$ cat config.mk
export PLATFORM = sky130hd
export DESIGN_NAME = xml_entity_decoder
export DESIGN_NICKNAME = d
export VERILOG_FILES = /design/src/rtl/core/xed_pkg.sv /design/src/rtl/core/xed_parse.sv /design/src/rtl/core/xml_entity_decoder.sv
export SDC_FILE = /design/constraint.sdc
export NUM_CORES = 1
export LEC_CHECK = 0
export BUFFER_PORTS_ARGS = -buffer_cell sky130_fd_sc_hd__buf_2
export CORE_MARGIN = 2
export CORE_UTILIZATION = 56
export CTS_BUF_LIST = sky130_fd_sc_hd__clkbuf_4 sky130_fd_sc_hd__clkbuf_8
export DETAILED_ROUTE_END_ITERATION = 6
export MAX_ROUTING_LAYER = met4
export PLACE_DENSITY_LB_ADDON = 0.08
export SYNTH_ARGS = -nofsm -noshare
export SYNTH_HDL_FRONTEND = slang
export SYNTH_SLANG_ARGS = --single-unit
$ cat constraint.sdc
create_clock -name clk -period 6.6 [get_ports clk]
set_input_delay 1.98 -clock clk [delete_from_list [all_inputs] [get_ports clk]]
set_output_delay 1.98 -clock clk [all_outputs]
set_load 0.01 [all_outputs]
$ cat src/rtl/core/xed_pkg.sv
// ----------------------------------------------------------------------------
// xed_pkg
// Shared types, character codes and entity tables for the XML entity decoder.
// ----------------------------------------------------------------------------
package xed_pkg;

  // default depth of the held-reference buffer
  localparam int MAX_PENDING_DEF = 16;

  // number bases
  localparam int BASE_DEC = 10;
  localparam int BASE_HEX = 16;

  // named entities
  localparam int NUM_ENT = 5;

  // character codes
  localparam logic [7:0] CH_NUL    = 8'h00;
  localparam logic [7:0] CH_AMP    = 8'h26;
  localparam logic [7:0] CH_HASH   = 8'h23;
  localparam logic [7:0] CH_SEMI   = 8'h3B;
  localparam logic [7:0] CH_PLUS   = 8'h2B;
  localparam logic [7:0] CH_MINUS  = 8'h2D;
  localparam logic [7:0] CH_SPACE  = 8'h20;
  localparam logic [7:0] CH_X_LO   = 8'h78;
  localparam logic [7:0] CH_X_UP   = 8'h58;
  localparam logic [7:0] CH_0      = 8'h30;
  localparam logic [7:0] CH_9      = 8'h39;
  localparam logic [7:0] CH_A_LO   = 8'h61;
  localparam logic [7:0] CH_F_LO   = 8'h66;
  localparam logic [7:0] CH_A_UP   = 8'h41;
  localparam logic [7:0] CH_F_UP   = 8'h46;
  localparam logic [7:0] CH_TAB    = 8'h09;
  localparam logic [7:0] CH_CR     = 8'h0D;
  localparam logic [7:0] CH_TILDE  = 8'h7E;

  // parser phase of a pending reference
  typedef enum logic [3:0] {
    PH_IDLE   = 4'd0,
    PH_AMP    = 4'd1,
    PH_NAMED  = 4'd2,
    PH_NUMST  = 4'd3,
    PH_WS     = 4'd4,
    PH_SIGN   = 4'd5,
    PH_ZERO   = 4'd6,
    PH_PREFIX = 4'd7,
    PH_DIGITS = 4'd8
  } phase_t;

  // output control sequencer
  typedef enum logic [1:0] {
    CTL_RUN   = 2'd0,
    CTL_FLUSH = 2'd1,
    CTL_TAIL  = 2'd2
  } ctl_state_t;

  // numeric reference flags
  typedef struct packed {
    logic hex;
    logic neg;
    logic digit;
  } num_flags_t;

  // per-beat action from the parser
  typedef struct packed {
    logic       wr;         // store byte in held buffer
    logic       fail;       // replay held bytes, then the byte itself unless it is '&'
    logic       emit;       // one result right away
    logic       emit_end;   // that result is the end marker
    logic [7:0] emit_byte;
  } pact_t;

  // entity lengths including '&' and ';'
  function automatic logic [2:0] ent_len(input logic [2:0] k);
    case (k)
      3'd0:    ent_len = 3'd4;
      3'd1:    ent_len = 3'd4;
      3'd2:    ent_len = 3'd5;
      3'd3:    ent_len = 3'd6;
      3'd4:    ent_len = 3'd6;
      default: ent_len = 3'd0;
    endcase
  endfunction

  // replacement character of each entity
  function automatic logic [7:0] ent_char(input logic [2:0] k);
    case (k)
      3'd0:    ent_char = "<";
      3'd1:    ent_char = ">";
      3'd2:    ent_char = "&";
      3'd3:    ent_char = "'";
      3'd4:    ent_char = "\"";
      default: ent_char = 8'h00;
    endcase
  endfunction

  // text of each entity, one byte per position
  function automatic logic [7:0] ent_byte(input logic [2:0] k, input logic [2:0] pos);
    logic [47:0] txt;
    case (k)
      3'd0:    txt = {16'h0000, ";tl&"};
      3'd1:    txt = {16'h0000, ";tg&"};
      3'd2:    txt = {8'h00, ";pma&"};
      3'd3:    txt = ";sopa&";
      3'd4:    txt = ";touq&";
      default: txt = '0;
    endcase
    case (pos)
      3'd0:    ent_byte = txt[7:0];
      3'd1:    ent_byte = txt[15:8];
      3'd2:    ent_byte = txt[23:16];
      3'd3:    ent_byte = txt[31:24];
      3'd4:    ent_byte = txt[39:32];
      3'd5:    ent_byte = txt[47:40];
      default: ent_byte = 8'h00;
    endcase
  endfunction

endpackage

$ cat src/rtl/core/xed_parse.sv
// ----------------------------------------------------------------------------
// xed_parse
// Per-beat decision logic: given the pending-reference state and one input
// byte, picks hold / emit / fail and computes the next parser state.
// ----------------------------------------------------------------------------
module xed_parse import xed_pkg::*; #(
  parameter int MAX_PENDING = MAX_PENDING_DEF,
  localparam int CNT_W = $clog2(MAX_PENDING + 1)
) (
  input  logic [7:0]       c,
  input  phase_t           phase,
  input  logic [CNT_W-1:0] count,
  input  logic [4:0]       cand,
  input  logic [7:0]       value,
  input  num_flags_t       flags,
  output pact_t            act,
  output phase_t           phase_next,
  output logic [CNT_W-1:0] count_next,
  output logic [4:0]       cand_next,
  output logic [7:0]       value_next,
  output num_flags_t       flags_next
);

  // digit value, valid flag in bit 4
  function automatic logic [4:0] digit_of(input logic [7:0] b, input logic hex);
    if (b >= CH_0 && b <= CH_9) digit_of = {1'b1, 4'(b - CH_0)};
    else if (hex && b >= CH_A_LO && b <= CH_F_LO) digit_of = {1'b1, 4'(b - CH_A_LO + 8'd10)};
    else if (hex && b >= CH_A_UP && b <= CH_F_UP) digit_of = {1'b1, 4'(b - CH_A_UP + 8'd10)};
    else digit_of = 5'b0;
  endfunction

  function automatic logic is_ws(input logic [7:0] b);
    is_ws = (b == CH_SPACE) || (b >= CH_TAB && b <= CH_CR);
  endfunction

  logic [4:0]  dig;
  logic [11:0] acc;
  logic [7:0]  acc_sat;
  logic [4:0]  hit;
  logic [4:0]  done;
  logic        num_ok;

  // digit and accumulated value for the numeric phases
  always_comb begin
    dig = digit_of(c, flags.hex);
    acc = (flags.hex ? {value, 4'b0} : ({1'b0, value, 3'b0} + {3'b0, value, 1'b0}))
          + {8'b0, dig[3:0]};
    acc_sat = (acc > 12'd255) ? 8'hFF : acc[7:0];
    num_ok = flags.digit && !flags.neg &&
             ((value >= 8'd9 && value <= 8'd13) || (value >= 8'd32 && value <= 8'd126));
  end

  // named entity matching over the five candidates
  always_comb begin
    for (int k = 0; k < NUM_ENT; k++) begin
      hit[k] = cand[k] && (count < CNT_W'(ent_len(3'(k)))) &&
               (ent_byte(3'(k), count[2:0]) == c);
      done[k] = hit[k] && (count + CNT_W'(1) == CNT_W'(ent_len(3'(k))));
    end
  end

  // phase decision
  always_comb begin
    logic       hold_req;
    logic       fail_req;
    logic       emit_req;
    logic       emit_end;
    logic [7:0] emit_b;
    phase_t     hold_ph;
    logic [7:0] val_upd;
    num_flags_t flg_upd;
    logic [4:0] cand_upd;
    logic       lead;
    logic       first;
    logic       more;
    logic       nmatch;

    hold_req = 1'b0;
    fail_req = 1'b0;
    emit_req = 1'b0;
    emit_end = 1'b0;
    emit_b   = c;
    hold_ph  = phase;
    val_upd  = value;
    flg_upd  = flags;
    cand_upd = cand;
    lead     = 1'b0;
    first    = 1'b0;
    more     = 1'b0;
    nmatch   = 1'b0;

    case (phase)
      PH_AMP: begin
        if (c == CH_HASH) begin
          hold_req = 1'b1;
          hold_ph  = PH_NUMST;
        end else begin
          nmatch = 1'b1;
        end
      end
      PH_NAMED: nmatch = 1'b1;
      PH_NUMST: begin
        if (c == CH_X_LO) begin
          flg_upd.hex = 1'b1;
          hold_req    = 1'b1;
          hold_ph     = PH_WS;
        end else begin
          lead = 1'b1;
        end
      end
      PH_WS:   lead  = 1'b1;
      PH_SIGN: first = 1'b1;
      PH_ZERO: begin
        if (c == CH_X_LO || c == CH_X_UP) begin
          hold_req = 1'b1;
          hold_ph  = PH_PREFIX;
        end else begin
          more = 1'b1;
        end
      end
      PH_PREFIX: begin
        if (dig[4]) more = 1'b1;
        else fail_req = 1'b1;
      end
      PH_DIGITS: more = 1'b1;
      default: begin
        // idle or an unused code: treat as nothing pending
        if (c == CH_NUL) begin
          emit_req = 1'b1;
          emit_end = 1'b1;
        end else if (c == CH_AMP) begin
          hold_req = 1'b1;
          hold_ph  = PH_AMP;
        end else begin
          emit_req = 1'b1;
        end
      end
    endcase

    // whitespace and sign ahead of the digits
    if (lead) begin
      if (is_ws(c)) begin
        hold_req = 1'b1;
        hold_ph  = PH_WS;
      end else if (c == CH_PLUS || c == CH_MINUS) begin
        if (c == CH_MINUS) flg_upd.neg = 1'b1;
        hold_req = 1'b1;
        hold_ph  = PH_SIGN;
      end else begin
        first = 1'b1;
      end
    end

    // first digit of the number
    if (first) begin
      if (!dig[4]) begin
        fail_req = 1'b1;
      end else begin
        val_upd       = acc_sat;
        flg_upd.digit = 1'b1;
        hold_req      = 1'b1;
        hold_ph       = (flags.hex && dig[3:0] == 4'd0) ? PH_ZERO : PH_DIGITS;
      end
    end

    // further digits or the closing ';'
    if (more) begin
      if (dig[4]) begin
        val_upd       = acc_sat;
        flg_upd.digit = 1'b1;
        hold_req      = 1'b1;
        hold_ph       = PH_DIGITS;
      end else if (c == CH_SEMI && num_ok) begin
        emit_req = 1'b1;
        emit_b   = value;
      end else begin
        fail_req = 1'b1;
      end
    end

    // named entity step: lowest completed entity wins
    if (nmatch) begin
      if (done != 5'b0) begin
        emit_req = 1'b1;
        emit_b   = 8'h00;
        for (int k = NUM_ENT - 1; k >= 0; k--) begin
          if (done[k]) emit_b = ent_char(3'(k));
        end
      end else if (hit != 5'b0) begin
        cand_upd = hit;
        hold_req = 1'b1;
        hold_ph  = PH_NAMED;
      end else begin
        fail_req = 1'b1;
      end
    end

    // buffer full: pass the reference through verbatim
    if (hold_req && count >= CNT_W'(MAX_PENDING)) begin
      hold_req = 1'b0;
      fail_req = 1'b1;
    end

    // resolve the action and the next state
    act        = '0;
    phase_next = PH_IDLE;
    count_next = '0;
    cand_next  = 5'h1F;
    value_next = 8'h00;
    flags_next = '0;
    if (fail_req) begin
      act.fail = 1'b1;
      if (c == CH_AMP) begin
        // held entry 0 already holds '&'
        phase_next = PH_AMP;
        count_next = CNT_W'(1);
      end
    end else if (hold_req) begin
      act.wr     = 1'b1;
      phase_next = hold_ph;
      count_next = count + CNT_W'(1);
      cand_next  = cand_upd;
      value_next = val_upd;
      flags_next = flg_upd;
    end else if (emit_req) begin
      act.emit      = 1'b1;
      act.emit_end  = emit_end;
      act.emit_byte = emit_end ? CH_NUL : emit_b;
    end
  end

endmodule

$ cat src/rtl/core/xml_entity_decoder.sv
// ----------------------------------------------------------------------------
// xml_entity_decoder
// Streaming XML character-entity unescaper with a held-byte replay buffer.
// ----------------------------------------------------------------------------
// A result is in the output register in the cycle after its input beat is accepted.
// Throughput: one byte per cycle while references match or bytes pass through and the output is not back-pressured.
// A mismatch with N held bytes replays them from the held-byte RAM at one per
// cycle while the output accepts them, then the failing byte's own result unless it
// opens a new reference; input stalls meanwhile, paced by the RAM read port.
// Reset: synchronous, returns the parser to idle; the held-byte RAM keeps its
// contents and needs no clearing pass.
module xml_entity_decoder import xed_pkg::*; #(
  parameter int MAX_PENDING = MAX_PENDING_DEF
) (
  input  logic       clk,
  input  logic       rst,
  input  logic       s_axis_tvalid,
  output logic       s_axis_tready,
  input  logic [7:0] s_axis_tdata,   // [7:0] text_byte
  output logic       m_axis_tvalid,
  input  logic       m_axis_tready,
  output logic [7:0] m_axis_tdata,   // [7:0] out_byte
  output logic       m_axis_tuser,   // [0] is_end
  output logic       m_axis_tlast    // last_of_run
);

  localparam int CNT_W = $clog2(MAX_PENDING + 1);
  localparam int IDX_W = $clog2(MAX_PENDING);

  // parser state
  phase_t           phase;
  logic [CNT_W-1:0] count;
  logic [4:0]       cand;
  logic [7:0]       value;
  num_flags_t       flags;

  phase_t           phase_next;
  logic [CNT_W-1:0] count_next;
  logic [4:0]       cand_next;
  logic [7:0]       value_next;
  num_flags_t       flags_next;
  pact_t            act;

  // sequencer and replay
  ctl_state_t       ctl;
  ctl_state_t       ctl_next;
  logic [IDX_W-1:0] rd_ptr;
  logic [IDX_W-1:0] rd_addr;
  logic [IDX_W-1:0] last_idx;
  logic [7:0]       tail_byte;
  logic             tail_has;
  logic [7:0]       rd_data;
  logic [7:0]       held_mem [MAX_PENDING];

  // output register
  logic       out_valid;
  logic [7:0] out_data;
  logic       out_end;
  logic       out_last;
  logic       out_free;
  logic       in_acc;
  logic       flush_take;
  logic       tail_take;

  xed_parse #(
    .MAX_PENDING(MAX_PENDING)
  ) u_parse (
    .c          (s_axis_tdata),
    .phase      (phase),
    .count      (count),
    .cand       (cand),
    .value      (value),
    .flags      (flags),
    .act        (act),
    .phase_next (phase_next),
    .count_next (count_next),
    .cand_next  (cand_next),
    .value_next (value_next),
    .flags_next (flags_next)
  );

  assign out_free = !out_valid || m_axis_tready;
  assign in_acc   = s_axis_tvalid && s_axis_tready;

  // sequencer outputs
  always_comb begin
    s_axis_tready = 1'b0;
    flush_take    = 1'b0;
    tail_take     = 1'b0;
    rd_addr       = '0;
    case (ctl)
      CTL_RUN: s_axis_tready = out_free;
      CTL_FLUSH: begin
        flush_take = out_free;
        rd_addr    = flush_take ? rd_ptr + IDX_W'(1) : rd_ptr;
      end
      CTL_TAIL: tail_take = out_free;
      default: ;
    endcase
  end

  // sequencer next state
  always_comb begin
    ctl_next = ctl;
    case (ctl)
      CTL_RUN: if (in_acc && act.fail) ctl_next = CTL_FLUSH;
      CTL_FLUSH: begin
        if (flush_take && rd_ptr == last_idx) ctl_next = tail_has ? CTL_TAIL : CTL_RUN;
      end
      CTL_TAIL: if (tail_take) ctl_next = CTL_RUN;
      default: ctl_next = CTL_RUN;
    endcase
  end

  // held-byte RAM, one write and one registered read port
  always_ff @(posedge clk) begin
    if (in_acc && act.wr) held_mem[count[IDX_W-1:0]] <= s_axis_tdata;
    rd_data <= held_mem[rd_addr];
  end

  // control and parser registers
  always_ff @(posedge clk) begin
    if (rst) begin
      ctl    <= CTL_RUN;
      phase  <= PH_IDLE;
      count  <= '0;
      cand   <= 5'h1F;
      value  <= 8'h00;
      flags  <= '0;
      rd_ptr <= '0;
    end else begin
      ctl <= ctl_next;
      if (in_acc) begin
        phase <= phase_next;
        count <= count_next;
        cand  <= cand_next;
        value <= value_next;
        flags <= flags_next;
      end
      if (ctl == CTL_FLUSH) begin
        if (flush_take) rd_ptr <= (rd_ptr == last_idx) ? '0 : rd_ptr + IDX_W'(1);
      end else begin
        rd_ptr <= '0;
      end
    end
  end

  // replay bookkeeping, captured on a failing beat
  always_ff @(posedge clk) begin
    if (in_acc && act.fail) begin
      last_idx  <= IDX_W'(count - CNT_W'(1));
      tail_byte <= s_axis_tdata;
      tail_has  <= (s_axis_tdata != CH_AMP);
    end
  end

  // output register
  always_ff @(posedge clk) begin
    if (rst) begin
      out_valid <= 1'b0;
    end else if ((in_acc && act.emit) || flush_take || tail_take) begin
      out_valid <= 1'b1;
    end else if (m_axis_tready) begin
      out_valid <= 1'b0;
    end
  end

  always_ff @(posedge clk) begin
    if (in_acc && act.emit) begin
      out_data <= act.emit_byte;
      out_end  <= act.emit_end;
      out_last <= 1'b1;
    end else if (flush_take) begin
      out_data <= rd_data;
      out_end  <= 1'b0;
      out_last <= (rd_ptr == last_idx) && !tail_has;
    end else if (tail_take) begin
      out_data <= tail_byte;
      out_end  <= (tail_byte == CH_NUL);
      out_last <= 1'b1;
    end
  end

  assign m_axis_tvalid = out_valid;
  assign m_axis_tdata  = out_data;
  assign m_axis_tuser  = out_end;
  assign m_axis_tlast  = out_last;

  // held count never runs past the buffer depth
  a_count_bound: assert property (@(posedge clk) disable iff (rst)
    count <= CNT_W'(MAX_PENDING))
    else $error("held count beyond buffer depth");

  // a failing beat always starts a replay
  a_fail_flush: assert property (@(posedge clk) disable iff (rst)
    (in_acc && act.fail) |=> (ctl == CTL_FLUSH))
    else $error("mismatch did not start replay");

  // replay pointer stays within the held run
  a_replay_ptr: assert property (@(posedge clk) disable iff (rst)
    (ctl == CTL_FLUSH) |-> (rd_ptr <= last_idx))
    else $error("replay pointer past held run");

  // the end marker is zero and closes its run
  a_end_beat: assert property (@(posedge clk) disable iff (rst)
    (out_valid && out_end) |-> (out_last && out_data == CH_NUL))
    else $error("malformed end beat");

endmodule

After elaboration in Yosys (flattened, before gate mapping)

Memory sizes are Yosys's and may differ from the RTL's. A register that Yosys moved wholly into a read port is not among the register bits.
Index checks and enable logic that the tools add are counted.

Memory bits (writable): 128
Memories: 1
Logic and storage cells: 296
Register bits: 55

Memories:

| memory   | depth | bits a word | rd ports | clocked after memory_dff | write ports | line                     | source |
|---|---|---|---|---|---|---|---|
| held_mem | 16    | 8           | 1        | 1                        | 1           | xml_entity_decoder.sv:53 | `logic [7:0] held_mem [MAX_PENDING];` |

$lt $le $gt $ge: 17
Reduce and logical (&&, ||, !) cells: 61
Bitwise operators: 1
$add $sub $neg: 10
Eq/ne operators: 45
Muxes and demuxes: 145

Operators by type and width:

| cell                                                               | number |
|---|---|
| two-way mux 8 bit                                                  | 16 |
| two-way mux 4 bit                                                  | 21 |
| case mux 7 bit (6 select lines)                                    | 2 |
| two-way mux 1 bit                                                  | 72 |
| case mux 7 bit (4 select lines)                                    | 2 |
| two-way mux 5 bit                                                  | 10 |
| == test 8 x 6 -> 1 bit (second input constant)                     | 6 |
| == test 7 x 8 -> 1 bit                                             | 5 |
| case mux 7 bit (5 select lines)                                    | 1 |
| logical AND 1 bit                                                  | 34 |
| two-way mux 10 bit                                                 | 3 |
| two-way mux 6 bit                                                  | 5 |
| less-or-equal comparator 8 x 7 -> 1 bit (second input constant)    | 3 |
| != test 3 x 2 -> 1 bit (second input constant)                     | 6 |
| == test 4 x 3 -> 1 bit (second input constant)                     | 4 |
| == test 8 x 7 -> 1 bit (second input constant)                     | 2 |
| greater-or-equal comparator 8 x 4 -> 1 bit (second input constant) | 2 |
| greater-or-equal comparator 8 x 6 -> 1 bit (second input constant) | 2 |
| greater-or-equal comparator 8 x 7 -> 1 bit (second input constant) | 2 |
| less-or-equal comparator 8 x 4 -> 1 bit (second input constant)    | 2 |
| logical NOT 8 bit                                                  | 2 |
| case mux 4 bit (4 select lines)                                    | 1 |
| subtractor 4 x 1 -> 4 bit (second input constant)                  | 4 |
| == test 5 x 3 -> 1 bit (second input constant)                     | 3 |
| other kinds (43)                                                   | 69 |

Depth between registers and ports, before layout

Gate-level depths: netlist of run 1.

Word-level depth: 22
Mapped depth: 17
Mapped depth without buffers: 16

By module

A second synthesis of run 1 with hierarchy kept.

Cells, all modules: 1075
Area total of the unflattened synthesis: 10871.7 µm²

By module, submodules not included:

| module             | sequential area each (µm²) | instances | cells each | area an instance (µm²) |
|---|---|---|---|---|
| xml_entity_decoder | 5325.1                     | 1         | 639        | 7843.8 |
| xed_parse          | 0.0                        | 1         | 436        | 3027.9 |

Worst setup path before layout of run 1

No wires, ideal clock.

Path kind: input to register
Start point: input port s_axis_tdata[1]
End point: register value[3]
Path buffers: 1
Data required time: 6.463 ns
Stages on the path: 15
Path slack: 1.121 ns
Arrival: 5.343 ns
Cell sequence: clkbuf_1 inv_1 ha_1 or3b_2 and4_1 nor2_1 nor2_1 ha_1 a21oi_1 a211o_1 or4_1 nand3_1 nand2_1 nor2_1 a211oi_1

Longest elaborated chain between the ends: 18
Elaborated cells between the ends (all ways): 100
Those cells by class: add/sub (6); order compare (9); eq/ne (13); mux (48); reduce/logical (24)

Ends and longest elaborated chain:

| what                                                            | line                      | source |
|---|---|---|
| start: declaration                                              | xml_entity_decoder.sv:19  | `input logic [7:0] s_axis_tdata,` |
| branches (longest 17 deep; another with adder 12 x 4 -> 12 bit) | n/a                       |  |
| two-way mux 8 bit (*)                                           | xed_parse.sv:211          | `if (fail_req) begin` |
| end signal: assignment                                          | xml_entity_decoder.sv:137 | `value <= value_next;` |
| end: declaration                                                | xml_entity_decoder.sv:34  | `logic [7:0] value;` |

Mark *: on every way between the ends.
A chain may end at the register's enable or synchronous reset.

Worst setup path in the final report of run 1

Start point: input port s_axis_tdata[1]
End point: register value[4]

The elaborated chain is that of the path after synthesis.

==> results of run 1 <==
state kept, by name, summed over array words and instances (netlist names):
register / cells
ctl: 2
m_axis_tvalid: 1
m_axis_tdata: 8
cand: 5
held_mem: 128
tail_byte: 8
phase: 4
count: 5
rd_data: 8
last_idx: 4
m_axis_tlast: 1
rd_ptr: 4
flags: 3
m_axis_tuser: 1
tail_has: 1
value: 8
worst max-delay path, delay by kind of cell:
kind	cells	cell delay, ns
buffers and inverters	2	0.67
AOI/OAI and AO/OA	3	0.52
and+or+nand+nor	8	2.00
adders and majority gates	2	0.60
placed cells by master, fill, tap and decap left out, types with 9 or more instances in the layout:
master	synthesis	layout
and2_1	35	34
a31oi_1	25	25
edfxtp_1	150	150
mux2i_1	19	19
a211oi_1	48	48
inv_1	23	23
xnor2_1	20	20
nand3_1	17	17
buf_2	10	23
a311oi_1	18	18
or3_1	11	11
a21oi_1	46	46
nor2b_1	13	13
o21ai_0	25	25
clkbuf_8	0	17
dfxtp_1	41	41
xor2_1	10	10
nor3_1	22	22
nand2_1	118	116
and3_1	12	12
buf_4	0	9
nor2_1	85	85
ha_1	24	24
and4_1	9	9
stage by stage:
step | total power (uW) | util, %
finish | 2210 | 60.3
global route | 2270 | 60.3
CTS | 2210 | 60.3
detailed placement | 1490 | 58.2
global placement | 1490 | 58.2
floorplan | 1440 | -
kinds of logic after synthesis:
family	synth area share, %
xor gates and xnor gates	2.57
buffers and inverters	3.50
and+or+nand+nor	19.0
adders and majority gates	3.42
AOI/OAI and AO/OA	17.1
muxes	2.41
DFF	52.0
path summary, 6_finish.rpt:
kind,end
max,value[4]
min,cand[1]
max reg2reg,held_mem[11][6]
min reg2reg,cand[1]
power by group through the flow:
stage,sequential (uW),combinational (uW),clock [uW]
after global routing,1320,163,792
final,1320,149,744
after CTS,1320,148,746
after floorplan,1340,91.5,0
after detailed placement,1340,148,0
after global placement,1340,147,0
per-layer routing:
layer  GRT usage, %  share of wire (%)  vias to the layer above
li1               -                  -                     3675
met1           40.7                 48                     3774
met2           40.6                 45                      240
met3           4.04                5.9                       23
met4           6.38                1.2                        0
met5              -                  0                        -
layout make-up:
cell class	instances	area [um^2]	area share, %
clock inverters	12	130	1.20
multi-input cells	707	4560	42.1
repair buffers	33	203	1.87
inverters	23	86.3	0.797
clock buffers	18	241	2.23
well taps	229	287	2.65
flip-flops and latches	191	5330	49.2
==> results.sh, run 1 <==
export IMPL_status="complete, no violations"
export IMPL_finClkSkew_ns=0.0179
export IMPL_dieHeight_um=139
export IMPL_vias=7712
export IMPL_end_kind="flop"
export IMPL_core_mm2=0.0180
export IMPL_path_cells="buf_2 -> inv_1 -> ha_1 -> or3b_2 -> and4_1 -> nor2_1 -> nor2_1 -> ha_1 -> a21oi_1 -> a211o_1 -> or4_1 -> nand3_1 -> nand2_1 -> nor2_1 -> a211oi_1"
export IMPL_crit_path_start="s_axis_tdata[1]"
export IMPL_post_cts_resized=0
export IMPL_p_clk_share_pct=33.7
export IMPL_insertion_delay_ns=0.49
export IMPL_syn_instance_count=986
export IMPL_min_from="cand[1]"
export IMPL_worstPathMaxFanout=31
export IMPL_antenna_found_initial=0
export IMPL_slowest_stage="or3b_2"
export IMPL_setup_tns_ns=0
export IMPL_reg2reg_depth=11
export IMPL_p_int_uw=1670
export IMPL_r2r_start="count[0]"
export IMPL_fin_hold_ws_ns=0.443
export IMPL_hp_class="flop to flop"
export IMPL_period_share_pct=82.9
export IMPL_p_seq_share_pct=59.6
export IMPL_design_area_mm2=0.0108
export IMPL_synth_common_cells="edfxtp_1 (150), nand2_1 (118), nor2_1 (85), clkbuf_1 (51), a211oi_1 (48)"
export IMPL_switchingPower_uw=543
export IMPL_drt_iter0_markers=777
export IMPL_fp_dieW_um=139
export IMPL_critical_path_arrival_ns=5.79
export IMPL_drt_wl_total_um=25100
export IMPL_cts_buffers=17
export IMPL_yosysMostFrequentCell="edfxtp_1"
export IMPL_synthArstFlopShare_pct=0
export IMPL_yosysWarnings=0
export IMPL_wl_per_cell_um=20.7
export IMPL_crit_type="input port to flop"
export IMPL_synth_nets=1024
export IMPL_instances_no_fill=1213
export IMPL_final_max_slew_violation_count=0
export IMPL_final_min_clock_period_ns=5.47
export IMPL_setup_viol=0
export IMPL_rows=49
export IMPL_synth_top_area_share_pct=44.0
export IMPL_synthDistinctLibCells=82
export IMPL_path_common_cell="nor2_1"
export IMPL_post_place_cells=1183
export IMPL_clock_path_buffers=2
export IMPL_cts_sinks=191
export IMPL_maxCapViolCount=0
export IMPL_switching_share_pct=24.6
export IMPL_peakVddDrop_mv=0.120
export IMPL_io_pins=24
export IMPL_start_util_pct=57.0
export IMPL_max_freq_ghz=0.183
export IMPL_grt_pass1_wl_um=40300
export IMPL_grt_start_max_net_pins=52
export IMPL_ys_seq_area_share_pct=52.0
export IMPL_avgViaCountPerCell=6.36
export IMPL_placed_area_mm2=0.0105
export IMPL_drive_gt1_share_pct=8.64
export IMPL_synth_edff_count=150
export IMPL_gp_congestion=0.931
export IMPL_p_leak_uw=0.00370
export IMPL_grt_pass1_vias=7144
export IMPL_drcViolationCount=0
export IMPL_tightest_slew_ns=1.24
export IMPL_hpwl_um=16800
export IMPL_clk_pin_slew_ns=0.09
export IMPL_holdPathStages=2
export IMPL_root_buffer="clkbuf_8"
export IMPL_avgSynthCellArea_um2=10.4
export IMPL_crit_required_ns=6.93
export IMPL_ctsHoldBuffers=0
export IMPL_netlist_area_mm2=0.0102
export IMPL_setup_ws_ns=1.13
export IMPL_rrSetupSlack_ns=1.77
export IMPL_final_nets=1011
export IMPL_pre_cts_ws_ns=0.658
export IMPL_diodes=0
export IMPL_yosysTopAreaCell="edfxtp_1"
export IMPL_ant_nets=0
export IMPL_rsz0062_at_grt="false"
export IMPL_synth_flop_cell="edfxtp_1"
export IMPL_area_growth_pct=5.82
export IMPL_port_buffer_count=23
export IMPL_cts_tree="built"
export IMPL_fillers=1546
export IMPL_hold_viol_final=0
export IMPL_die_area_mm2=0.0194
export IMPL_grt_overflow_total=0
export IMPL_slowest_delay_ns=0.46
export IMPL_combPwrFrac_pct=6.7
export IMPL_cts_htree_levels=4
export IMPL_first_pass_iters=5
export IMPL_gr_usage_all_layers_pct=27.6
export IMPL_cts_setup_buffers=0
export IMPL_critPathLaunchType="input port"
export IMPL_yosys_register_bits=191
export IMPL_p_per_area_mw_per_mm2=204
export IMPL_yosys_top_cells_area="edfxtp_1 (44%), dfxtp_1 (8.0%), nand2_1 (4.3%)"
export IMPL_relSlewSlack_pct=16.6
Note: power is estimated with default switching activity, not from simulation.
==> run 2: changes to the inputs <==
--- a/config.mk
+++ b/config.mk
@@ -5,6 +5,7 @@
 export SDC_FILE = /design/constraint.sdc
 export NUM_CORES = 1
 export LEC_CHECK = 0
+export ABC_AREA = 1
 export BUFFER_PORTS_ARGS = -buffer_cell sky130_fd_sc_hd__buf_2
 export CORE_MARGIN = 2
 export CORE_UTILIZATION = 56
==> constraint.sdc (replaced) <==
create_clock -name clk -period 5.57 [get_ports clk]
set_input_delay 1.671 -clock clk [delete_from_list [all_inputs] [get_ports clk]]
set_output_delay 1.671 -clock clk [all_outputs]
set_load 0.01 [all_outputs]
==> run 2 against run 1 <==
  * Critical endpoint is now value[3]
  * Sequential power rose by 22%
  * First-iteration DRC count rose by 8.2%
  * Synthesized area up 2.4%
  * Count of clock-buffer cells in the layout decreased by 1
  * Largest cell class unchanged
  * Largest power group unchanged
  * Synthesized cell count up 24%
  * Flip-flop and latch count unchanged
==> results.sh, run 2 <==
export IMPL_finClkSkew_ns=0.0182
export IMPL_fillers=1634
export IMPL_avgViaCountPerCell=5.86
export IMPL_synth_flop_cell="edfxtp_1"
export IMPL_synth_edff_count=150
export IMPL_die_area_mm2=0.0198
export IMPL_synth_top_area_share_pct=43.0
export IMPL_final_max_slew_violation_count=0
export IMPL_io_pins=24
export IMPL_hold_viol_final=0
export IMPL_netlist_area_mm2=0.0105
export IMPL_peakVddDrop_mv=0.148
export IMPL_area_growth_pct=8.43
export IMPL_mostFrequentLayoutCells="nand2_1 (272), nor2_1 (178), edfxtp_1 (150)"
export IMPL_drive_gt1_share_pct=11.8
export IMPL_diodes=0
export IMPL_final_min_clock_period_ns=4.73
export IMPL_drcViolationCount=0
export IMPL_critPathLaunchType="input port"
export IMPL_p_clk_share_pct=32.4
export IMPL_ant_nets=0
export IMPL_dieHeight_um=141
export IMPL_cts_setup_buffers=0
export IMPL_synthDistinctLibCells=51
export IMPL_switching_share_pct=31.6
export IMPL_largest_reg_flops=128
export IMPL_cts_sinks=191
export IMPL_synth_adder_area_share_pct=3.25
export IMPL_max_freq_ghz=0.211
export IMPL_maxCapViolCount=0
export IMPL_yosysTopAreaCell="edfxtp_1"
export IMPL_final_nets=1293
export IMPL_root_buffer="clkbuf_8"
export IMPL_avgSynthCellArea_um2=8.55
export IMPL_critical_path_arrival_ns=5.11
export IMPL_switchingPower_uw=964
export IMPL_synth_common_cells="nand2_1 (273), nor2_1 (178), edfxtp_1 (150), o21ai_0 (95), inv_1 (86)"
export IMPL_crit_required_ns=5.95
export IMPL_core_mm2=0.0185
export IMPL_combPwrFrac_pct=14.7
export IMPL_worstPathMaxFanout=15
export IMPL_wl_per_cell_um=18.8
export IMPL_relSlewSlack_pct=32.0
export IMPL_instances_no_fill=1502
export IMPL_setup_viol=0
export IMPL_insertion_delay_ns=0.49
export IMPL_synth_compound_area_share_pct=13.6
export IMPL_yosysWarnings=0
export IMPL_synth_nets=1264
export IMPL_crit_type="input port to flop"
export IMPL_clk_pin_slew_ns=0.12
export IMPL_synthMuxAreaShare_pct=0
export IMPL_synth_top_family_by_area="simple AND/OR/NAND/NOR gates"
export IMPL_start_util_pct=56.6
export IMPL_status="complete, no violations"
export IMPL_first_pass_iters=6
export IMPL_hp_class="flop to flop"
export IMPL_clock_path_buffers=2
export IMPL_port_buffer_count=23
export IMPL_cts_htree_levels=4
export IMPL_yosys_register_bits=191
export IMPL_yosysMostFrequentCell="nand2_1"
export IMPL_hpwl_um=19800
export IMPL_grt_pass1_vias=8417
export IMPL_grt_pass1_wl_um=45300
export IMPL_synthArstFlopShare_pct=0
export IMPL_ys_seq_area_share_pct=50.8
export IMPL_gr_usage_all_layers_pct=30.4
export IMPL_rows=50
export IMPL_fp_dieW_um=141
export IMPL_rsz0062_at_grt="false"
export IMPL_yosys_top_cells_area="edfxtp_1 (43%), nand2_1 (9.8%), dfxtp_1 (7.8%)"
export IMPL_p_seq_share_pct=52.9
export IMPL_synth_xor_area_share_pct=0.919
export IMPL_p_per_area_mw_per_mm2=269
export IMPL_cts_buffers=17
export IMPL_tightest_slew_ns=1.02
export IMPL_post_place_cells=1470
export IMPL_synthSimpleGateAreaFrac_pct=25.5
export IMPL_vias=8797
export IMPL_grt_start_max_net_pins=65
export IMPL_p_int_uw=2090
export IMPL_p_leak_uw=0.00456
export IMPL_syn_instance_count=1226
export IMPL_cts_tree="built"
export IMPL_gp_congestion=0.954
export IMPL_period_share_pct=84.9
export IMPL_end_kind="flop"
export IMPL_grt_overflow_total=0
export IMPL_ctsHoldBuffers=0
export IMPL_setup_tns_ns=0
export IMPL_post_cts_resized=0
export IMPL_drt_wl_total_um=28300
export IMPL_power_uw=3050
export IMPL_final_common_cell="nand2_1"
export IMPL_antenna_found_initial=0
export IMPL_drt_iter0_markers=841
[run 2: cell types whose count changed after synthesis, moves of 35 or more]
cell,previous run,this run
o21ai_0,25,95
nand3_1,17,83
nand2_1,118,273
a211oi_1,48,1
nor2_1,85,178
and2_1,35,0
inv_1,23,86
[run 2: per-layer routing]
metal	GRT usage [%]	wire length, um	vias up
met4	11.2	863	0
met1	39.3	12100	4149
met5	-	0	-
li1	-	-	4297
met2	50.0	13800	286
met3	3.50	1500	65
[run 2: worst paths after layout]
kind | startpoint | to | slack (ns) | cells past startpoint
max reg2reg | count[0] | held_mem[9][1] | 1.26 | 19
min | cand[1] | cand[1] | 0.49 | 2
max | s_axis_tdata[0] | value[3] | 0.84 | 25
min reg2reg | cand[1] | cand[1] | 0.49 | 2
[run 2: worst max-delay path, cell delays in order]
cell	delay (ns)
buf_2	0.35
inv_2	0.20
ha_1	0.27
nand3_1	0.11
nand3_1	0.16
nand2_2	0.20
o21ai_0	0.11
a21oi_1	0.28
ha_1	0.21
nand2_1	0.05
nand2_1	0.05
a31oi_1	0.04
or2_2	0.30
nor2_1	0.11
nand2_1	0.08
nor2_1	0.12
nand2_1	0.06
nand2_1	0.07
nand2_1	0.05
inv_1	0.19
nand2_1	0.08
nor3_1	0.14
nor2_1	0.06
nor2_1	0.08
nor2_1	0.05
[run 2: logic make-up after synthesis]
logic type	Yosys count
AO/OA/AOI/OAI	231
buffers and inverters	151
XOR/XNOR	11
AND/OR/NAND/NOR	616
adder cells (fa/ha/maj)	26
flip-flops	191
[run 2: final cells by class]
class	count	area [um^2]	share of cell area, %
flip-flops and latches	191	5330	46.9
multi-input cells	884	4530	39.8
inverters	104	393	3.46
repair buffers	57	370	3.26
well taps	234	293	2.58
clock buffers	17	234	2.06
clock inverters	15	220	1.94
[run 2: metrics by stage]
stage               worst slack [ns]  util [%]  hold slack, ns  area [um^2]
detailed placement             0.381      58.9           0.464        10900
global route                   0.451      61.4           0.523        11400
floorplan                      0.970         -           0.442        10500
global placement               0.400      58.9           0.455        10900
CTS                            0.912      61.4           0.494        11400
finish                         0.840      61.4           0.486        11400
[run 2: power by group through the flow]
stage / Combinational, uW / Sequential (uW) / Clock, uW
after floorplan: 299 / 1650 / 0
after global placement: 441 / 1650 / 0
after detailed placement: 443 / 1650 / 0
after CTS: 445 / 1610 / 1000
after global routing: 499 / 1620 / 1060
final: 448 / 1610 / 990
==> run 3: changes to the inputs <==
--- a/config.mk
+++ b/config.mk
@@ -5,7 +5,7 @@
 export SDC_FILE = /design/constraint.sdc
 export NUM_CORES = 1
 export LEC_CHECK = 0
-export ABC_AREA = 1
+export ABC_AREA = 0
 export BUFFER_PORTS_ARGS = -buffer_cell sky130_fd_sc_hd__buf_2
 export CORE_MARGIN = 2
 export CORE_UTILIZATION = 56
==> constraint.sdc (replaced) <==
create_clock -name clk -period 4.4 [get_ports clk]
set_input_delay 1.32 -clock clk [delete_from_list [all_inputs] [get_ports clk]]
set_output_delay 1.32 -clock clk [all_outputs]
set_load 0.01 [all_outputs]
==> run 3 against run 2 <==
  * Sequential share of layout area down 0.79 points
  * Flip-flop and latch count unchanged
  * Global-route usage down 1.7 points
  * Die area decreased by 2.3%
  * Worst setup slack got worse by 0.53 ns
  * Cell count is 14% lower
  * Routed wire length down 6.6%
  * Cell area up 1.7%
  * Non-clock buffer count grew 50
  * Largest cell class unchanged
==> results.sh, run 3 (synthesis results as in run 1) <==
export IMPL_insertion_delay_ns=0.47
export IMPL_mostFrequentLayoutCells="edfxtp_1 (150), nand2_1 (116), nor2_1 (83)"
export IMPL_p_leak_uw=0.00411
export IMPL_cp_buffers_inverters=2
export IMPL_hp_class="flop to flop"
export IMPL_port_buffer_count=23
export IMPL_final_common_cell="edfxtp_1"
export IMPL_setup_viol=0
export IMPL_cts_setup_buffers=0
export IMPL_max_freq_ghz=0.245
export IMPL_crit_type="input port to flop"
export IMPL_diodes=0
export IMPL_wl_per_cell_um=20.5
export IMPL_largest_reg_flops=128
export IMPL_antenna_found_initial=0
export IMPL_fillers=1446
export IMPL_cts_sinks=191
export IMPL_tightest_slew_ns=0.916
export IMPL_gp_congestion=0.917
export IMPL_finClkSkew_ns=0.0181
export IMPL_final_min_clock_period_ns=4.09
export IMPL_path_common_cell="ha_1"
export IMPL_die_area_mm2=0.0194
export IMPL_grt_busiest_layer="met2"
export IMPL_peakVddDrop_mv=0.214
export IMPL_pre_cts_ws_ns=-0.151
export IMPL_critical_path_arrival_ns=4.42
export IMPL_slowest_delay_ns=0.46
export IMPL_drive_gt1_share_pct=15.6
export IMPL_hpwl_um=18600
export IMPL_grt_pass1_vias=7576
export IMPL_cp_depth=15
export IMPL_crit_required_ns=4.73
export IMPL_fin_hold_ws_ns=0.451
export IMPL_cts_htree_levels=4
export IMPL_critPathLaunchType="input port"
export IMPL_path_cells="buf_2 -> inv_2 -> ha_1 -> or3b_2 -> and4_4 -> a22o_1 -> ha_1 -> fa_1 -> a21oi_1 -> a211o_1 -> nand4_1 -> nand3_1 -> nand2_1 -> nor2_2 -> a211oi_1"
export IMPL_status="complete, no violations"
export IMPL_ant_nets=0
export IMPL_grt_util_met2_pct=43.2
export IMPL_grt_pass1_wl_um=42200
export IMPL_rsz0062_at_grt="false"
export IMPL_dieHeight_um=139
export IMPL_first_pass_iters=5
export IMPL_area_growth_pct=12.9
export IMPL_grt_start_max_net_pins=65
export IMPL_core_mm2=0.0180
export IMPL_root_buffer="clkbuf_8"
export IMPL_final_nets=1085
export IMPL_cts_buffers=17
export IMPL_fp_dieW_um=139
export IMPL_rows=49
export IMPL_reg2reg_depth=13
export IMPL_drt_wl_total_um=26400
export IMPL_hold_viol_final=0
export IMPL_ctsHoldBuffers=0
export IMPL_use_met3_pct=3.87
export IMPL_clock_path_buffers=2
export IMPL_vias=8040
export IMPL_worstPathMaxFanout=8
export IMPL_io_pins=24
export IMPL_slowest_stage="or3b_2"
export IMPL_period_share_pct=92.8
export IMPL_avgViaCountPerCell=6.24
export IMPL_grt_overflow_total=0
export IMPL_p_per_area_mw_per_mm2=287
export IMPL_crit_family="simple AND/OR/NAND/NOR gates"
export IMPL_drt_iter0_markers=621
export IMPL_maxCapViolCount=0
export IMPL_drcViolationCount=0
export IMPL_setup_ws_ns=0.315
export IMPL_post_cts_resized=0
export IMPL_gr_usage_met1_pct=41.7
export IMPL_clk_pin_slew_ns=0.10
export IMPL_start_util_pct=57.0
export IMPL_final_max_slew_violation_count=0
export IMPL_cts_tree="built"
export IMPL_relSlewSlack_pct=38.8
export IMPL_end_kind="flop"
export IMPL_holdPathStages=2
export IMPL_gr_usage_all_layers_pct=28.7
-- run 3: cell count changes in the layout (fill, tap and decap cells not counted), sizes merged, moves of 17 or more --
cell    change
a31oi      +17
nand4      -18
mux2i      +19
and2       +35
o221ai     -21
buf        +50
nor2      -101
o21ai      -84
nand2     -172
nand3      -69
a211oi     +48
inv        -81
a311oi     +17
-- run 3: final cells by class --
cell class	instances	area (um^2)	area share, %
Tap cell	229	287	2.48
Clock inverter	14	124	1.07
Clock buffer	17	234	2.02
Inverter	23	86.3	0.747
Sequential cell	191	5330	46.1
Multi-Input combinational cell	707	4580	39.6
Timing Repair Buffer	107	921	7.97
-- run 3: tightest hold or removal path: stages (launching register included) --
cell and delay (ns):
dfxtp_1 0.33, nand2_1 0.05, nand2_1 0.04
-- run 3: worst paths after layout --
path	start	end	slack (ns)
hold / removal	cand[1]	cand[1]	0.45
setup reg to reg	count[1]	held_mem[8][1]	0.33
setup / recovery	s_axis_tdata[1]	value[3]	0.31
hold reg to reg	cand[1]	cand[1]	0.45
-- run 3: routing by layer --
| layer | wire [um] | part of all wire, % |
|---|---|---|
| met4 | 434 | 1.6 |
| met5 | 0 | 0 |
| met3 | 1670 | 6.3 |
| met2 | 12100 | 46 |
| met1 | 12200 | 46 |
-- run 3: where the power goes --
| part | switching [uW] | total, uW | internal [uW] |
|---|---|---|---|
| clock network | 670 | 1080 | 407 |
| registers | 10.4 | 1970 | 1960 |
| logic | 166 | 271 | 105 |
-- run 3: per-stage QoR --
stage / power (uW) / std cells / cell area (um^2) / setup TNS, ns / util [%]
after floorplan: 2160 / 986 / 10300 / 0 / -
after global placement: 2280 / 1257 / 11200 / -0.353 / 62.4
after detailed placement: 2280 / 1257 / 11200 / -0.972 / 62.4
after CTS: 3330 / 1288 / 11600 / 0 / 64.3
after global routing: 3430 / 1288 / 11600 / 0 / 64.3
final: 3320 / 1288 / 11600 / 0 / 64.3
